## config.mk

```make
export PLATFORM = sky130hd
export DESIGN_NAME = teat_age_unit
export DESIGN_NICKNAME = d
export VERILOG_FILES = /design/src/hdl/teat_pkg.sv /design/src/hdl/teat_age_unit.sv
export SDC_FILE = /design/constraint.sdc
export NUM_CORES = 1
export LEC_CHECK = 0
export ABC_AREA = 1
export BUFFER_PORTS_ARGS = -buffer_cell sky130_fd_sc_hd__buf_2
export CAP_MARGIN = 20
export CORE_ASPECT_RATIO = 1.75
export CORE_MARGIN = 1
export CORE_UTILIZATION = 54
export DETAILED_ROUTE_END_ITERATION = 7
export GPL_TIMING_DRIVEN = 0
export PLACE_DENSITY = 0.74
export SETUP_SLACK_MARGIN = 0.2
export SLEW_MARGIN = 20
export SYNTH_ARGS = -nofsm -noshare
export SYNTH_HDL_FRONTEND = slang
export SYNTH_SLANG_ARGS = --single-unit
```

## constraint.sdc

```tcl
create_clock -name clk -period 15 [get_ports clk]
set_input_delay 2.25 -clock clk [delete_from_list [all_inputs] [get_ports clk]]
set_output_delay 2.25 -clock clk [all_outputs]
set_load 0.01 [all_outputs]
```

## src/hdl/teat_pkg.sv

```systemverilog
// shared types, codes and calendar helpers for the timestamped entry aging table
// no dependencies; imported by the top level, the age unit and the checker
`default_nettype none

package teat_pkg;

    localparam int SHORT_DEPTH_DEF = 32;
    localparam int LONG_DEPTH_DEF  = 64;
    localparam int PERM_DEPTH_DEF  = 16;

    localparam int FILL_W  = 7;
    localparam int DAY_W   = 24;
    localparam int HM_W    = 11;
    localparam int AGE_W   = 36;
    localparam int TMO_W   = 24;

    localparam int YEAR_DAYS   = 365;
    localparam int RECIP_100   = 5243;
    localparam int RECIP_SHIFT = 19;
    localparam int CENTURY     = 100;

    localparam logic [TMO_W-1:0] SHORT_TMO_RST = 24'd480;
    localparam logic [TMO_W-1:0] LONG_TMO_RST  = 24'd43200;

    typedef enum logic [1:0] {
        OP_ADD    = 2'd0,
        OP_EXPIRE = 2'd1,
        OP_READ   = 2'd2,
        OP_CLEAR  = 2'd3
    } opcode_t;

    typedef enum logic [1:0] {
        CLS_SHORT   = 2'd0,
        CLS_LONG    = 2'd1,
        CLS_PERM    = 2'd2,
        CLS_INVALID = 2'd3
    } mem_class_t;

    typedef enum logic {
        CFG_SHORT_TMO = 1'b0,
        CFG_LONG_TMO  = 1'b1
    } cfg_index_t;

    typedef enum logic [3:0] {
        ST_IDLE,
        ST_EXEC,
        ST_READ_WAIT,
        ST_NOW,
        ST_NOW_CAP,
        ST_SCAN_CHK,
        ST_SCAN_DAY,
        ST_SCAN_AGE,
        ST_SCAN_DEC,
        ST_FINISH
    } state_t;

    typedef struct packed {
        logic [13:0] year;
        logic [3:0]  month;
        logic [4:0]  day;
        logic [4:0]  hour;
        logic [5:0]  minute;
    } stamp_t;

    typedef struct packed {
        logic [31:0] content;
        logic [31:0] related;
        stamp_t      stamp;
    } entry_t;

    localparam int ENTRY_W = $bits(entry_t);

    // days in the year before the first of month m, non-leap
    function automatic logic [8:0] days_before_month(input logic [3:0] m);
        logic [8:0] r;
        unique case (m)
            4'd0, 4'd1: r = 9'd0;
            4'd2:       r = 9'd31;
            4'd3:       r = 9'd59;
            4'd4:       r = 9'd90;
            4'd5:       r = 9'd120;
            4'd6:       r = 9'd151;
            4'd7:       r = 9'd181;
            4'd8:       r = 9'd212;
            4'd9:       r = 9'd243;
            4'd10:      r = 9'd273;
            4'd11:      r = 9'd304;
            4'd12:      r = 9'd334;
            default:    r = 9'd365;
        endcase
        return r;
    endfunction

    // days since 1 january of year 1; reciprocal multiply stands in for /100
    function automatic logic signed [DAY_W-1:0] day_number(input stamp_t s);
        logic [13:0] p;
        logic [11:0] p4;
        logic [27:0] prod_p;
        logic [27:0] prod_p4;
        logic [27:0] prod_y;
        logic [7:0]  q100;
        logic [5:0]  q400;
        logic [7:0]  qy;
        logic [15:0] qy_cent;
        logic        leap;
        logic [24:0] total;
        p       = (s.year == 14'd0) ? 14'd0 : s.year - 14'd1;
        p4      = p[13:2];
        prod_p  = 28'(p) * 28'(RECIP_100);
        prod_p4 = 28'(p4) * 28'(RECIP_100);
        prod_y  = 28'(s.year) * 28'(RECIP_100);
        q100    = 8'(prod_p >> RECIP_SHIFT);
        q400    = 6'(prod_p4 >> RECIP_SHIFT);
        qy      = 8'(prod_y >> RECIP_SHIFT);
        qy_cent = 16'(qy) * 16'(CENTURY);
        leap    = (s.year[1:0] == 2'd0)
               && ((qy_cent != 16'(s.year)) || (qy[1:0] == 2'd0));
        total   = 25'(p) * 25'(YEAR_DAYS) + 25'(p4) - 25'(q100) + 25'(q400)
                + 25'(days_before_month(s.month))
                + 25'((leap && (s.month > 4'd2)) ? 1 : 0)
                + 25'(s.day);
        return DAY_W'($signed(total) - 25'sd1);
    endfunction

endpackage

`default_nettype wire

```

## src/hdl/teat_age_unit.sv

```systemverilog
// shared calendar unit: day number then age in minutes against a timeout
// depends on teat_pkg
`default_nettype none

module teat_age_unit (
    input  wire logic                               clk,
    input  wire teat_pkg::stamp_t                   stamp,
    input  wire logic signed [teat_pkg::DAY_W-1:0]  now_days,
    input  wire logic [teat_pkg::HM_W-1:0]          now_hm,
    input  wire logic [teat_pkg::TMO_W-1:0]         limit,
    output logic signed [teat_pkg::DAY_W-1:0]       days_reg,
    output logic [teat_pkg::HM_W-1:0]               hm_reg,
    output logic                                    expired_reg
);
    import teat_pkg::*;

    logic signed [DAY_W:0]   diff;
    logic signed [AGE_W-1:0] age;
    logic signed [AGE_W-1:0] dd;
    logic                    expired_next;

    // stage one: calendar day number and minute of day
    always_ff @(posedge clk)
    begin
        days_reg <= day_number(stamp);
        hm_reg   <= HM_W'(stamp.hour) * HM_W'(60) + HM_W'(stamp.minute);
    end

    // stage two: 1440 = 1024 + 256 + 128 + 32
    always_comb
    begin
        diff = (DAY_W+1)'(now_days) - (DAY_W+1)'(days_reg);
        dd   = AGE_W'(diff);
        age  = (dd <<< 10) + (dd <<< 8) + (dd <<< 7) + (dd <<< 5)
             + $signed({{(AGE_W-HM_W){1'b0}}, now_hm})
             - $signed({{(AGE_W-HM_W){1'b0}}, hm_reg});
        expired_next = age > $signed({{(AGE_W-TMO_W){1'b0}}, limit});
    end

    always_ff @(posedge clk)
    begin
        expired_reg <= expired_next;
    end

endmodule

`default_nettype wire

```

==> flow_summary_export.csv <==
group,metric,value,unit
hold_path,timing.hold.worst.class,"register to register",
worst_setup_path,critPathArrivalTime,14.28,ns
drt,drt_drc_violations_left,0,
finish,synthToLayoutAreaGrowth,7.08,%
logic_synthesis,ys_async_sr_fraction,0,
logic_synthesis,netlist_top_cells_count,"sky130_fd_sc_hd__inv_1, sky130_fd_sc_hd__ha_1, sky130_fd_sc_hd__nand2_1",
die,std_cell_rows,100,
logic_synthesis,netlist-cell-type-count,44,
global_route,grt_pass1_wl,101000,um
finish,stdcell_area,0.0252,sq mm
clock_network,cts_made_buffers,5,
worst_setup_path,crit_family,"adder cells",
clock_network,clock_latency,0.30,ns
die,core,0.0428,sq mm
worst_setup_path,timing.rr.end,"expired_reg",
global_route,grt_util_all_layers,0.289,
logic_synthesis,ys.warnings.count,0,
timing,post-route-period-util,0.939,
timing,min_period,14.08,ns
logic_synthesis,yosys_register_bits,36,
worst_setup_path,timing.reg2reg.worst_path_depth,34,
clock_network,ctsResizeCount,0,
timing,timing_worst_slew_pin_value,1.10,ns
placed_design,gp_routability_congestion,0.985,
hold_path,hp-start,"hm_reg[0]",
clock_network,clkSinkCount,36,
drt,detail_route.wirelength,61900,um
worst_setup_path,crit_path_frequent_cell,"sky130_fd_sc_hd__inv_1",
worst_setup_path,worstPathBufferInverterCount,14,
timing,setup_viol,0,
worst_setup_path,timing.critical_path.slowest_cell_delay,0.62,ns
global_route,grt_pass1_vias,21220,
worst_setup_path,worst-setup-path-type,"input port to register",
worst_setup_path,timing.critical_path.to_type,"register",
die,chipHeight,278,um
placed_design,numPlacedInstances,3707,
logic_synthesis,yosysSeqAreaShare,0.0307,
drt,firstDrtPassIters,5,
worst_setup_path,required,15.19,ns
placed_design,sum_of_net_half_perimeters_after_detailed_placement,56600,um
timing,max_transition_margin,0.263,
global_route,grt_max_degree,14,
drt,via_count,19497,
logic_synthesis,synthCells,3006,
worst_setup_path,reg2reg_slack,8.36,ns
clock_network,hold_buffers,0,
hold_path,worstHoldPathCells,8,
worst_setup_path,cpMaxStageDelayCell,"sky130_fd_sc_hd__fa_1",
placed_design,place.port_buffers,129,
finish,drive_above_1_share,0.0539,
finish,finish.net_count,4149,
finish,largest_register_ffs,24,
drt,drt-wirelength-per-cell,16.6,um
timing,maxSlewViolCount,0,
clock_network,post_cts.repair.setup_buffers,0,
timing,clock.fmax,71.0,MHz
timing,final_hold_viol_count,0,
die,io_pins,130,
logic_synthesis,synth_edf_count,0,
clock_network,cts-root-buf,"sky130_fd_sc_hd__clkbuf_16",
finish,layout.core_utilization,0.588,
finish,final-instance-count-excl-fill,3719,
logic_synthesis,synth.cell_area,0.0235,sq mm
worst_setup_path,worst_r2r_startpoint,"days_reg[0]",
logic_synthesis,postSynth.topFlopCell,"sky130_fd_sc_hd__dfxtp_1",
logic_synthesis,yosysTopAreaCell,"sky130_fd_sc_hd__ha_1",
global_route,grt_antenna_before_repair,4,
global_route,gr-total-overflow,0,
clock_network,clk_pin_slew,0.07,ns
die,die_w,160,um
flow_run,max_cap_viol_count,0,
logic_synthesis,netlist_top_cells_area,"sky130_fd_sc_hd__ha_1, sky130_fd_sc_hd__fa_1, sky130_fd_sc_hd__inv_1",
run_status,outcome,"completed",
timing,fin_skew,0.0159,ns
timing,rsz0062_at_grt,"false",
worst_setup_path,highest_net_fanout_along_the_worst_path,9,
drt,mean_number_of_vias_per_cell,5.24,
placed_design,place_area,0.0250,sq mm
worst_setup_path,cp-start-kind,"input port",
logic_synthesis,synthesis.area_per_instance,7.82,sq um
hold_path,whs_endpoint,"expired_reg",
logic_synthesis,post-synth-top-count-cell,"sky130_fd_sc_hd__inv_1",
finish,filler_cell_count,3978,
drt,drtAntennaViolNets,0,
clock_network,cts.path.max_buffers,2,
drt,drt_first_iter_violations,705,
clock_network,tritoncts_clock_tree,"built",
die,initial_utilization,0.549,
clock_network,cts-htree-levels,2,
logic_synthesis,synth_nets,4002,
logic_synthesis,synth_largest_type_area_fraction,0.308,
die,die-area,0.0444,sq mm
-- layout make-up --
class	instances	area (sq um)	area share
antenna	4	10.0	0.000398
buffer	2	8.76	0.000348
clock buffer	5	125	0.00497
clock inverter	3	46.3	0.00184
inverter	833	3130	0.124
multi-input combinational	2135	19700	0.782
sequential	36	721	0.0286
tap	561	702	0.0279
timing repair buffer	140	743	0.0295
-- layer usage --
layer	share of wire	wire length (um)	GRT usage
met2	0.55	34100	0.578
met3	0.033	2020	0.0285
met1	0.34	20800	0.267
met4	0.080	4930	0.204
met5	0	0	0
-- worst register-to-register path: cells and delay by family (launching register included) --
family                   cells  cell delay (ns)
flip-flops                   1             0.39
buffers and inverters        4             0.32
AO/OA/AOI/OAI                4             0.55
adder cells (fa/ha/maj)      7             2.56
XOR/XNOR                     2             0.49
AND/OR/NAND/NOR             17             2.22
-- cells in the final DEF (no fill, tap or decap), types with 2 or more instances in the layout --
cell type,count
sky130_fd_sc_hd__clkbuf_16,5
sky130_fd_sc_hd__o221ai_1,2
sky130_fd_sc_hd__nand2_1,530
sky130_fd_sc_hd__a221oi_1,2
sky130_fd_sc_hd__o21ai_2,2
sky130_fd_sc_hd__buf_6,2
sky130_fd_sc_hd__o21bai_1,10
sky130_fd_sc_hd__nor3_1,14
sky130_fd_sc_hd__diode_2,4
sky130_fd_sc_hd__a31oi_1,7
sky130_fd_sc_hd__o21a_1,2
sky130_fd_sc_hd__o21ai_0,67
sky130_fd_sc_hd__a21boi_1,3
sky130_fd_sc_hd__o211ai_1,5
sky130_fd_sc_hd__xnor2_1,33
sky130_fd_sc_hd__nor3_2,6
sky130_fd_sc_hd__nand4_1,24
sky130_fd_sc_hd__nor4_1,12
sky130_fd_sc_hd__a21o_1,12
sky130_fd_sc_hd__fa_1,323
sky130_fd_sc_hd__nand2_2,3
sky130_fd_sc_hd__or2_2,4
sky130_fd_sc_hd__buf_4,8
sky130_fd_sc_hd__nor2_1,153
sky130_fd_sc_hd__nor2_2,2
sky130_fd_sc_hd__a211oi_1,6
sky130_fd_sc_hd__a21oi_1,155
sky130_fd_sc_hd__inv_1,831
sky130_fd_sc_hd__buf_2,130
sky130_fd_sc_hd__dfxtp_1,36
sky130_fd_sc_hd__nand3b_1,7
sky130_fd_sc_hd__o21ai_1,3
sky130_fd_sc_hd__xor2_1,68
sky130_fd_sc_hd__nand3_1,88
sky130_fd_sc_hd__ha_1,579
-- metrics by stage --
stage / setup TNS [ns] / setup slack [ns] / hold WS [ns]
2_1_floorplan: 0 / 2.13 / 1.09
3_3_place_gp: -8.95 / -0.920 / 1.29
3_5_place_dp: 0 / 0.651 / 1.32
4_1_cts: 0 / 0.949 / 1.34
5_1_grt: 0 / 0.224 / 1.39
6_report: 0 / 0.918 / 1.31
-- worst max-delay path by stage --
stage                          from           end  slack, ns  cells past startpoint
after CTS                 stamp[24]  days_reg[20]       0.95                     45
after floorplan           stamp[25]  days_reg[20]       2.13                     43
after global placement    stamp[24]  days_reg[20]      -0.92                     44
after global routing      stamp[24]  days_reg[20]       0.22                     45
after detailed placement  stamp[24]  days_reg[20]       0.65                     45
final                     stamp[24]  days_reg[20]       0.92                     45
-- logic make-up after synthesis --
family	count (synthesis)	synth area share
compound gates	283	0.0665
mux	1	0.000426
simple gates	848	0.148
flops	36	0.0307
fa+ha+maj	902	0.583
xor+xnor	101	0.0376
buf+inv	835	0.133
Power is not shown: default switching activity piles up to over one toggle a cycle in this logic, so the estimate is an artifact.
