==> src/hdl/teat_ram.sv <==
// generic single write port ram with registered read
// no dependencies
`default_nettype none

module teat_ram #(
    parameter int WIDTH = 8,
    parameter int DEPTH = 16,
    parameter int AW    = (DEPTH > 1) ? $clog2(DEPTH) : 1
) (
    input  wire logic             clk,
    input  wire logic             we,
    input  wire logic [AW-1:0]    waddr,
    input  wire logic [WIDTH-1:0] wdata,
    input  wire logic [AW-1:0]    raddr,
    output logic      [WIDTH-1:0] rdata
);

    logic [WIDTH-1:0] mem [DEPTH];

    always_ff @(posedge clk)
    begin
        if (we)
        begin
            mem[waddr] <= wdata;
        end
        rdata <= mem[raddr];
    end

endmodule

`default_nettype wire

==> config.mk <==
export PLATFORM = sky130hd
export DESIGN_NAME = teat_ram
export DESIGN_NICKNAME = d
export VERILOG_FILES = /design/src/hdl/teat_ram.sv
export SDC_FILE = /design/constraint.sdc
export NUM_CORES = 1
export LEC_CHECK = 0
export ABC_AREA = 1
export BUFFER_PORTS_ARGS = -buffer_cell sky130_fd_sc_hd__buf_4
export CAP_MARGIN = 10
export CELL_PAD_IN_SITES_DETAIL_PLACEMENT = 0
export CELL_PAD_IN_SITES_GLOBAL_PLACEMENT = 1
export CORE_AREA = 10 10 147 108
export DETAILED_ROUTE_END_ITERATION = 8
export DIE_AREA = 0 0 157 118
export PLACE_DENSITY_LB_ADDON = 0.1
export SETUP_SLACK_MARGIN = 0.1
export SYNTH_ARGS = -nofsm -noshare
export SYNTH_HDL_FRONTEND = slang
export SYNTH_SLANG_ARGS = --single-unit
==> constraint.sdc <==
create_clock -name clk -period 1.5 [get_ports clk]
set_clock_uncertainty 0.2 [all_clocks]
set_input_delay 0.15 -clock clk [delete_from_list [all_inputs] [get_ports clk]]
set_output_delay 0.15 -clock clk [all_outputs]
set_load 0.005 [all_outputs]
==> flow_summary.html, run 1 <==
<table>
<tr><th>Metric</th><th>Value</th></tr>
<tr><th colspan="2">Run status</th></tr>
<tr><td>Outcome</td><td>complete, no violations</td></tr>
<tr><th colspan="2">Cells and area</th></tr>
<tr><td>Number of nets at the end of the flow</td><td>629</td></tr>
<tr><td>Proportion of layout cells with a drive suffix above 1</td><td>12.8%</td></tr>
<tr><td>Synth-to-Final Area Change</td><td>21.3%</td></tr>
<tr><td>Multi-input combinational cell area</td><td>1210 um^2</td></tr>
<tr><td>Diodes inserted</td><td>0</td></tr>
<tr><td>Filler cell count in the final layout</td><td>1,151</td></tr>
<tr><td>Footprint of the flip-flops and latches</td><td>4000 um^2</td></tr>
<tr><th colspan="2">Routing</th></tr>
<tr><td>Remaining number of nets flagged by the antenna check after routing</td><td>0</td></tr>
<tr><td>DR vias/cell</td><td>4.85</td></tr>
<tr><td>DRC viols</td><td>0</td></tr>
<tr><td>Routed vias</td><td>3,828</td></tr>
<tr><td>Iteration count of the initial detailed-routing pass</td><td>5</td></tr>
<tr><td>Wire length per cell after detailed routing</td><td>18.1 um</td></tr>
<tr><td>Routed Wire Length</td><td>14,300 um</td></tr>
<tr><td>Initial drt markers</td><td>235</td></tr>
<tr><th colspan="2">STA</th></tr>
<tr><td>Number of max-slew violations in the final report</td><td>0</td></tr>
<tr><td>Least setup slack across all paths after layout</td><td>0.222 ns</td></tr>
<tr><td>Final critical delay including setup and external delays</td><td>1.28 ns</td></tr>
<tr><td>Maximum clock frequency</td><td>782 MHz</td></tr>
<tr><td>Slew at the pin with the worst max-slew slack</td><td>0.346 ns</td></tr>
<tr><td>Final-report hold violation count</td><td>0</td></tr>
<tr><td>Final setup fails</td><td>0</td></tr>
<tr><td>Period utilization</td><td>85.2%</td></tr>
<tr><td>Remaining max-slew budget at the tightest pin</td><td>76.9%</td></tr>
<tr><td>Summed negative setup slack over all endpoints</td><td>0 ns</td></tr>
<tr><td>RSZ-0062 raised after global routing</td><td>no</td></tr>
<tr><th colspan="2">Die</th></tr>
<tr><td>Core region area</td><td>13,000 um^2</td></tr>
<tr><td>FP Rows</td><td>35</td></tr>
<tr><td>Die area</td><td>18,500 um^2</td></tr>
<tr><td>Horiz. Die Dim</td><td>157 um</td></tr>
<tr><td># IOs</td><td>26</td></tr>
<tr><td>Starting utilization of the core area</td><td>44.3%</td></tr>
<tr><td>Vertical die dimension</td><td>118 um</td></tr>
<tr><th colspan="2">Yosys</th></tr>
<tr><td>Summed instance area of the synthesized netlist</td><td>5770 um^2</td></tr>
<tr><td>Total of warnings raised by yosys</td><td>0</td></tr>
<tr><td>Instance count of the mapped netlist</td><td>551</td></tr>
<tr><td>Net count after synthesis</td><td>569</td></tr>
<tr><td>Post-synth top area share</td><td>66.7%</td></tr>
<tr><td>Dominant cell type by area after synthesis</td><td>sky130_fd_sc_hd__edfxtp_1</td></tr>
<tr><td>Unique masters post-synth</td><td>12</td></tr>
<tr><td>Sequential element share of the synthesized area</td><td>69.4%</td></tr>
<tr><td>Top area cells in the synthesized netlist</td><td>sky130_fd_sc_hd__edfxtp_1 67%, sky130_fd_sc_hd__nand2_1 11%, sky130_fd_sc_hd__nand3_1 8.4%, sky130_fd_sc_hd__inv_1 6.5%, sky130_fd_sc_hd__dfxtp_1 2.8%</td></tr>
<tr><td>Count of state elements after synthesis</td><td>136</td></tr>
<tr><td>Avg Synthesized Cell Area</td><td>10.5 um^2</td></tr>
<tr><th colspan="2">Place</th></tr>
<tr><td>GPL Wtd Cong</td><td>0.787</td></tr>
<tr><td>DP HPWL</td><td>8710 um</td></tr>
<tr><td>Port Buffers</td><td>25</td></tr>
<tr><td>Worst Setup Slack post-DPL</td><td>0.00642 ns</td></tr>
<tr><th colspan="2">CTS</th></tr>
<tr><td>Number of buffers inserted by hold repair at cts</td><td>12</td></tr>
<tr><td>CTS Root Cell</td><td>sky130_fd_sc_hd__clkbuf_16</td></tr>
<tr><td>Quantity of gates resized following cts</td><td>0</td></tr>
<tr><td>Clk pin slew, worst setup/hold paths</td><td>0.06 ns</td></tr>
<tr><td>Later-pin clock latency in the skew report</td><td>0.41 ns</td></tr>
<tr><td>Clock Sink Count</td><td>136</td></tr>
<tr><td>Clock buffer count from CTS</td><td>17</td></tr>
<tr><td>Post-CTS setup buffer count</td><td>0</td></tr>
<tr><td>Clock Tree Buf Depth</td><td>2</td></tr>
<tr><td>Maximum level of the CTS H-tree</td><td>4</td></tr>
<tr><td>Clock tree from TritonCTS</td><td>built</td></tr>
<tr><th colspan="2">GRT</th></tr>
<tr><td>Vias in the first global route</td><td>3,613</td></tr>
<tr><td>GRT Residual Overflow</td><td>0</td></tr>
<tr><td>Total track usage</td><td>15.7%</td></tr>
<tr><td>Number of antenna violations at the first check in global routing</td><td>0</td></tr>
<tr><td>First-pass GRT wire length</td><td>21,600 um</td></tr>
<tr><td>Pin count of the biggest net entering global routing</td><td>41</td></tr>
<tr><th colspan="2">Worst hold path</th></tr>
<tr><td>Worst hold path type</td><td>primary input to flip-flop</td></tr>
<tr><th colspan="2">Job</th></tr>
<tr><td>Maximum capacitance violations</td><td>0</td></tr>
<tr><th colspan="2">Pwr</th></tr>
<tr><td>Leakage power of the design</td><td>3.05 nW</td></tr>
<tr><td>VDD IR-drop max</td><td>0.856 mV</td></tr>
<tr><td>Power Density</td><td>1310 nW/um^2</td></tr>
<tr><th colspan="2">Critical path</th></tr>
<tr><td>Type of the worst setup path</td><td>flip-flop to flip-flop</td></tr>
<tr><td>Arrival time of data at the critical path endpoint</td><td>1.38 ns</td></tr>
<tr><td>Category of the worst setup path launch point</td><td>flip-flop</td></tr>
<tr><td>Worst Path Required</td><td>1.60 ns</td></tr>
<tr><td>Kind of end point of the critical path</td><td>flip-flop</td></tr>
<tr><td>Biggest fanout along the worst timing path</td><td>1</td></tr>
</table>
[flip-flops by register name, indices dropped and copies added, names as in the netlist]
register  flops
mem         128
rdata         8
[path summary, 6_finish.rpt]
path | startpoint | to | slack, ns | cells after the start
worst min register to register | mem[4][1]$_DFFE_PP_ | rdata[1]$_DFF_P_ | 0.50 | 6
worst max register to register | mem[9][5]$_DFFE_PP_ | rdata[5]$_DFF_P_ | 0.22 | 6
worst min-delay path | raddr[2] | rdata[6]$_DFF_P_ | 0.12 | 5
worst max-delay path | mem[9][5]$_DFFE_PP_ | rdata[5]$_DFF_P_ | 0.22 | 6
[synth_stat cells (all sizes together)]
cell / count
buf: 24
dfxtp: 8
edfxtp: 128
inv: 102
nand2: 173
nand3: 97
nand3b: 2
nor2: 17
[where the power goes]
group	switching, mW	total [mW]	internal, mW
registers	0.0253	4.27	4.25
clock network	1.50	4.26	2.76
logic	0.391	0.616	0.224
total	1.92	9.15	7.24
[cell type report]
cell class	count	share of cell area (%)
Clock inverter	10	2.16
Tap cell	166	2.97
Timing Repair Buffer	65	8.48
Clock buffer	22	6.35
Sequential cell	136	57.2
Inverter	102	5.47
Multi-Input combinational cell	289	17.3
[routing by layer]
layer | global-route usage (%) | part of all wire (%) | vias to the layer above
met5 | 0 | 0 | -
li1 | - | - | 1891
met4 | 4.71 | 0.71 | 0
met2 | 21.8 | 43 | 104
met3 | 4.02 | 4.6 | 10
met1 | 23.3 | 52 | 1823
[cells by family (layout without fill, tap and decap cells)]
| group | after synthesis | count (layout) | share of synthesized area, % |
|---|---|---|---|
| flops | 136 | 136 | 69.4 |
| simple gates | 289 | 289 | 21.0 |
| buf+inv | 126 | 199 | 9.52 |
[worst max-delay path, cell delays in order (launching register included)]
cell                       delay, ns
sky130_fd_sc_hd__edfxtp_1       0.35
sky130_fd_sc_hd__inv_1          0.06
sky130_fd_sc_hd__nand2_1        0.05
sky130_fd_sc_hd__nand3_1        0.09
sky130_fd_sc_hd__nand3_1        0.16
sky130_fd_sc_hd__nand3_1        0.18
sky130_fd_sc_hd__nand2_1        0.08
[through the flow]
stage / hold WS, ns / total power, mW / utilization (%) / instances / instance area [um^2]
2_1_floorplan: 0.0489 / 4.65 / - / 551 / 5770
3_3_place_gp: 0.292 / 4.94 / 48.3 / 746 / 6280
3_5_place_dp: 0.281 / 4.94 / 48.3 / 746 / 6280
4_1_cts: 0.0844 / 9.22 / 53.8 / 790 / 7000
5_1_grt: 0.108 / 9.46 / 53.8 / 790 / 7000
6_report: 0.117 / 9.15 / 53.8 / 790 / 7000
[placed cells by master (no fill, tap or decap), drive strengths merged]
master	instances
clkinv	6
clkbuf	22
inv	102
dfxtp	8
nand3b	2
edfxtp	128
nor2	17
dlygate4sd3	12
nand3	97
buf	53
bufinv	4
nand2	173
Note: power is estimated with default switching activity, not from simulation.
==> run 2, diff against run 1 <==
Settings changed: ABC_AREA 1 to default, CORE_AREA 10 10 147 108 to 10 10 133 98, CTS_CLUSTER_SIZE from default to 20, DIE_AREA 0 0 157 118 to 0 0 143 108.
==> run 2 against run 1 <==
Worst setup slack got worse by 0.17 ns. Sequential cell count is the same. Global-route usage down 1.1 points. Final cell count is 43% lower. Count of clock-buffer cells in the layout decreased by 3. Critical endpoint unchanged. Largest power group unchanged.
==> flow_summary.html, run 2 <==
<table>
<tr><th>Metric</th><th>Value</th></tr>
<tr><th colspan="2">Run status</th></tr>
<tr><td>Outcome</td><td>complete, no violations</td></tr>
<tr><th colspan="2">Critical path</th></tr>
<tr><td>Worst Path Required</td><td>1.58 ns (-0.02 ns)</td></tr>
<tr><td>Type of the worst setup path</td><td>flip-flop to flip-flop</td></tr>
<tr><td>Biggest fanout along the worst timing path</td><td>1 (unchanged)</td></tr>
<tr><td>Setup slack of the most critical reg-to-reg path</td><td>0.05 ns (-0.17 ns)</td></tr>
<tr><td>Category of the worst setup path launch point</td><td>flip-flop</td></tr>
<tr><td>Kind of end point of the critical path</td><td>flip-flop</td></tr>
<tr><td>Arrival time of data at the critical path endpoint</td><td>1.53 ns (+0.15 ns)</td></tr>
<tr><th colspan="2">Place</th></tr>
<tr><td>GPL Wtd Cong</td><td>0.764 (-2.9%)</td></tr>
<tr><td>Port Buffers</td><td>25 (unchanged)</td></tr>
<tr><td>DP HPWL</td><td>7070 um (-19%)</td></tr>
<tr><td>Number of cells in the design after placement</td><td>414 (-45%)</td></tr>
<tr><th colspan="2">Cells and area</th></tr>
<tr><td>Diodes inserted</td><td>0 (unchanged)</td></tr>
<tr><td>Most used cells in the layout excluding fill and tap cells</td><td>128 x sky130_fd_sc_hd__edfxtp_1, 51 x sky130_fd_sc_hd__buf_4, 31 x sky130_fd_sc_hd__mux4_2</td></tr>
<tr><td>Top flop regs</td><td>mem x128, rdata x8</td></tr>
<tr><td>Most common cell after layout, fill and taps aside</td><td>sky130_fd_sc_hd__edfxtp_1</td></tr>
<tr><td>Proportion of layout cells with a drive suffix above 1</td><td>41.6% (+29 points)</td></tr>
<tr><td>Number of nets at the end of the flow</td><td>323 (-49%)</td></tr>
<tr><td>Largest reg by FF count</td><td>mem</td></tr>
<tr><td>Synth-to-Final Area Change</td><td>25.5%</td></tr>
<tr><td>Flip-flop count of the largest register after layout</td><td>128 (unchanged)</td></tr>
<tr><td>Number of cells in the finished layout apart from fillers</td><td>453 (-43%)</td></tr>
<tr><th colspan="2">STA</th></tr>
<tr><td>Remaining max-slew budget at the tightest pin</td><td>36.8% (-40 points)</td></tr>
<tr><td>Period utilization</td><td>96.6% (+11 points)</td></tr>
<tr><td>Final setup fails</td><td>0 (unchanged)</td></tr>
<tr><td>Hold Slack</td><td>0.0511 ns (-0.0656 ns)</td></tr>
<tr><td>RSZ-0062 raised after global routing</td><td>yes</td></tr>
<tr><td>Final critical delay including setup and external delays</td><td>1.45 ns (+0.170 ns)</td></tr>
<tr><td>Maximum clock frequency</td><td>690 MHz (-12%)</td></tr>
<tr><td>Slew at the pin with the worst max-slew slack</td><td>0.945 ns (+0.600 ns)</td></tr>
<tr><td>Final-report hold violation count</td><td>0 (unchanged)</td></tr>
<tr><td>Number of max-slew violations in the final report</td><td>0 (unchanged)</td></tr>
<tr><th colspan="2">GRT</th></tr>
<tr><td>Global-route track usage on met2</td><td>20.4% (-1.3 points)</td></tr>
<tr><td>First-pass GRT wire length</td><td>16,000 um (-26%)</td></tr>
<tr><td>Met3 track utilization from global routing</td><td>4.20% (+0.19 points)</td></tr>
<tr><td>Layer carrying the most global-route usage</td><td>met1</td></tr>
<tr><td>Total track usage</td><td>14.6% (-1.1 points)</td></tr>
<tr><td>Vias in the first global route</td><td>2,577 (-29%)</td></tr>
<tr><td>Grt met1 use</td><td>21.4% (-1.8 points)</td></tr>
<tr><td>GRT Residual Overflow</td><td>0 (unchanged)</td></tr>
<tr><td>Pin count of the biggest net entering global routing</td><td>17 (-59%)</td></tr>
<tr><td>Number of antenna violations at the first check in global routing</td><td>0 (unchanged)</td></tr>
<tr><th colspan="2">Yosys</th></tr>
<tr><td>Async set-reset flop share out of synthesis</td><td>0% (unchanged)</td></tr>
<tr><td>Top area cells in the synthesized netlist</td><td>sky130_fd_sc_hd__edfxtp_1 75%, sky130_fd_sc_hd__mux4_2 7.9%, sky130_fd_sc_hd__mux4_1 7.1%, sky130_fd_sc_hd__dfxtp_1 3.1%, sky130_fd_sc_hd__a22oi_1 2.3%</td></tr>
<tr><td>Dominant cell type by area after synthesis</td><td>sky130_fd_sc_hd__edfxtp_1</td></tr>
<tr><td>Post-synth top area share</td><td>74.7% (+8.0 points)</td></tr>
<tr><td>Multiplexer share of the synthesized area</td><td>15.0% (+15 points)</td></tr>
<tr><td>Most frequently used flop master after synthesis</td><td>sky130_fd_sc_hd__edfxtp_1</td></tr>
<tr><td>Most repeated cell in the gate-level netlist after synthesis</td><td>sky130_fd_sc_hd__edfxtp_1</td></tr>
<tr><td>Count of state elements after synthesis</td><td>136 (unchanged)</td></tr>
<tr><td>Unique masters post-synth</td><td>19 (+7)</td></tr>
<tr><td>Total of warnings raised by yosys</td><td>0 (unchanged)</td></tr>
<tr><td>Synth Area in Simple Gates</td><td>3.18% (-18 points)</td></tr>
<tr><td>Number of synthesized flops with an enable pin</td><td>128 (unchanged)</td></tr>
<tr><td>Adder-Cell Fraction of Synth Area</td><td>0% (unchanged)</td></tr>
<tr><td>Instance count of the mapped netlist</td><td>229 (-58%)</td></tr>
<tr><td>Avg Synthesized Cell Area</td><td>22.5 um^2 (+110%)</td></tr>
<tr><td>Main combinational cell family by area after synthesis</td><td>multiplexers</td></tr>
<tr><td>Cell types with the highest counts after synthesis</td><td>128 x sky130_fd_sc_hd__edfxtp_1, 18 x sky130_fd_sc_hd__mux4_2, 16 x sky130_fd_sc_hd__a22oi_1</td></tr>
<tr><td>XOR/XNOR share of the synthesized area</td><td>0% (unchanged)</td></tr>
<tr><td>Complex-gate fraction of the synthesized area</td><td>2.33% (+2.3 points)</td></tr>
<tr><td>Net count after synthesis</td><td>247 (-57%)</td></tr>
<tr><td>Sequential element share of the synthesized area</td><td>77.8% (+8.4 points)</td></tr>
<tr><td>Summed instance area of the synthesized netlist</td><td>5150 um^2 (-11%)</td></tr>
<tr><th colspan="2">CTS</th></tr>
<tr><td>Clock Tree Buf Depth</td><td>2 (unchanged)</td></tr>
<tr><td>CTS Root Cell</td><td>sky130_fd_sc_hd__clkbuf_16</td></tr>
<tr><td>Clock Sink Count</td><td>136 (unchanged)</td></tr>
<tr><td>Later-pin clock latency in the skew report</td><td>0.41 ns (about the same)</td></tr>
<tr><td>Post-CTS setup buffer count</td><td>0 (unchanged)</td></tr>
<tr><td>Clk pin slew, worst setup/hold paths</td><td>0.05 ns (about the same)</td></tr>
<tr><td>Clock tree from TritonCTS</td><td>built</td></tr>
<tr><td>Maximum level of the CTS H-tree</td><td>4 (unchanged)</td></tr>
<tr><td>Clock buffer count from CTS</td><td>17 (unchanged)</td></tr>
<tr><th colspan="2">Routing</th></tr>
<tr><td>Routed vias</td><td>2,446 (-36%)</td></tr>
<tr><td>Routed Wire Length</td><td>10,400 um (-27%)</td></tr>
<tr><td>Iteration count of the initial detailed-routing pass</td><td>5 (unchanged)</td></tr>
<tr><td>DRC viols</td><td>0 (unchanged)</td></tr>
<tr><td>DR vias/cell</td><td>5.40 (+11%)</td></tr>
<tr><td>Wire length per cell after detailed routing</td><td>23.0 um (+27%)</td></tr>
<tr><td>Initial drt markers</td><td>237 (+0.85%)</td></tr>
<tr><td>Remaining number of nets flagged by the antenna check after routing</td><td>0 (unchanged)</td></tr>
<tr><th colspan="2">Die</th></tr>
<tr><td>Horiz. Die Dim</td><td>143 um (-8.9%)</td></tr>
<tr><td>Vertical die dimension</td><td>108 um (-8.5%)</td></tr>
<tr><td>Die area</td><td>15,400 um^2 (-17%)</td></tr>
<tr><td>Starting utilization of the core area</td><td>48.2% (+3.8 points)</td></tr>
<tr><td>Core region area</td><td>10,700 um^2 (-18%)</td></tr>
<tr><td>FP Rows</td><td>32 (-8.6%)</td></tr>
<tr><td># IOs</td><td>26 (unchanged)</td></tr>
<tr><th colspan="2">Pwr</th></tr>
<tr><td>Relative contribution of the clock network to total power</td><td>45.3% (-1.3 points)</td></tr>
<tr><td>Leakage power of the design</td><td>2.18 nW (-29%)</td></tr>
<tr><td>Net switching power of the design</td><td>1.68 mW (-12%)</td></tr>
<tr><td>Cell internal pwr</td><td>7.07 mW (-2.3%)</td></tr>
<tr><td>Sum of internal, switching and leakage power</td><td>8.75 mW (-4.4%)</td></tr>
<tr><td>VDD IR-drop max</td><td>0.940 mV (+9.9%)</td></tr>
<tr><td>Switch share</td><td>19.2% (-1.7 points)</td></tr>
<tr><td>Gate power share</td><td>5.7% (-1.0 points)</td></tr>
<tr><td>Sequential fraction of design power</td><td>48.9% (+2.2 points)</td></tr>
<tr><td>Power Density</td><td>1360 nW/um^2 (+3.6%)</td></tr>
<tr><th colspan="2">Job</th></tr>
<tr><td>Maximum capacitance violations</td><td>0 (unchanged)</td></tr>
<tr><th colspan="2">Worst hold path</th></tr>
<tr><td>Worst hold path type</td><td>primary input to flip-flop</td></tr>
</table>
==> run 2: cell types whose count changed after synthesis, moves of 10 or more <==
cell	before	now
sky130_fd_sc_hd__nand2_1	173	9
sky130_fd_sc_hd__inv_1	100	0
sky130_fd_sc_hd__nand3_1	97	1
sky130_fd_sc_hd__mux4_2	0	18
sky130_fd_sc_hd__a22oi_1	0	16
sky130_fd_sc_hd__mux4_1	0	14
sky130_fd_sc_hd__buf_2	13	3
==> run 2: worst paths after layout <==
check / startpoint / endpoint / depth (start not counted)
worst min register to register: mem[4][3]$_DFFE_PP_ / rdata[3]$_DFF_P_ / 3
worst max register to register: mem[10][5]$_DFFE_PP_ / rdata[5]$_DFF_P_ / 3
worst max-delay path: mem[10][5]$_DFFE_PP_ / rdata[5]$_DFF_P_ / 3
worst min-delay path: waddr[1] / mem[0][6]$_DFFE_PP_ / 3
==> run 2: cell type report <==
cell class	instances	area, um^2
clock buffers	19	433
fillers	754	4230
well taps	136	170
multi-input cells	83	1090
repair buffers	67	623
clock inverters	12	134
flip-flops and latches	136	4000
==> run 2: repair_timing <==
action                                  CTS  global route
endpoints found under the setup margin    8             8
resized for setup                         7             5
cloned                                    0             0
pin swaps                                 4             2
endpoints found under the hold margin   128             0
hold buffers                              8             0
==> run 2: logic make-up (layout without fill, tap and decap cells) <==
| group | Yosys count | in the layout |
|---|---|---|
| buffers and inverters | 10 | 98 |
| AO/OA/AOI/OAI | 16 | 16 |
| multiplexers | 32 | 32 |
| flip-flops | 136 | 136 |
| AND/OR/NAND/NOR | 35 | 35 |
==> run 2: routing by layer <==
layer	vias up	wire (um)
met3	4	1000
met2	103	4650
met1	1223	4730
met5	-	0
li1	1116	-
met4	0	24
==> run 2: power groups by stage <==
stage | Combinational, mW | Clock (mW) | Sequential [mW]
6_report | 0.503 | 3.97 | 4.28
5_1_grt | 0.553 | 4.22 | 4.29
4_1_cts | 0.507 | 4.03 | 4.28
3_5_place_dp | 0.478 | 0 | 4.36
3_3_place_gp | 0.475 | 0 | 4.36
2_1_floorplan | 0.238 | 0 | 4.35
==> run 2: stage by stage <==
stage | area, um^2 | setup WS [ns] | utilization, % | TNS [ns]
floorplan | 5180 | 0.0470 | - | 0
global placement | 5770 | -0.301 | 54.0 | -2.20
detailed placement | 5770 | -0.312 | 54.0 | -2.58
CTS | 6440 | 0.0438 | 60.3 | 0
global route | 6460 | -0.0285 | 60.4 | -0.0285
finish | 6460 | 0.0513 | 60.4 | 0
==> run 2: worst max-delay path, stage by stage, from the launching register on <==
cell	delay, ns
sky130_fd_sc_hd__edfxtp_1	0.39
sky130_fd_sc_hd__mux4_2	0.48
sky130_fd_sc_hd__a22oi_2	0.18
sky130_fd_sc_hd__nand2_1	0.08
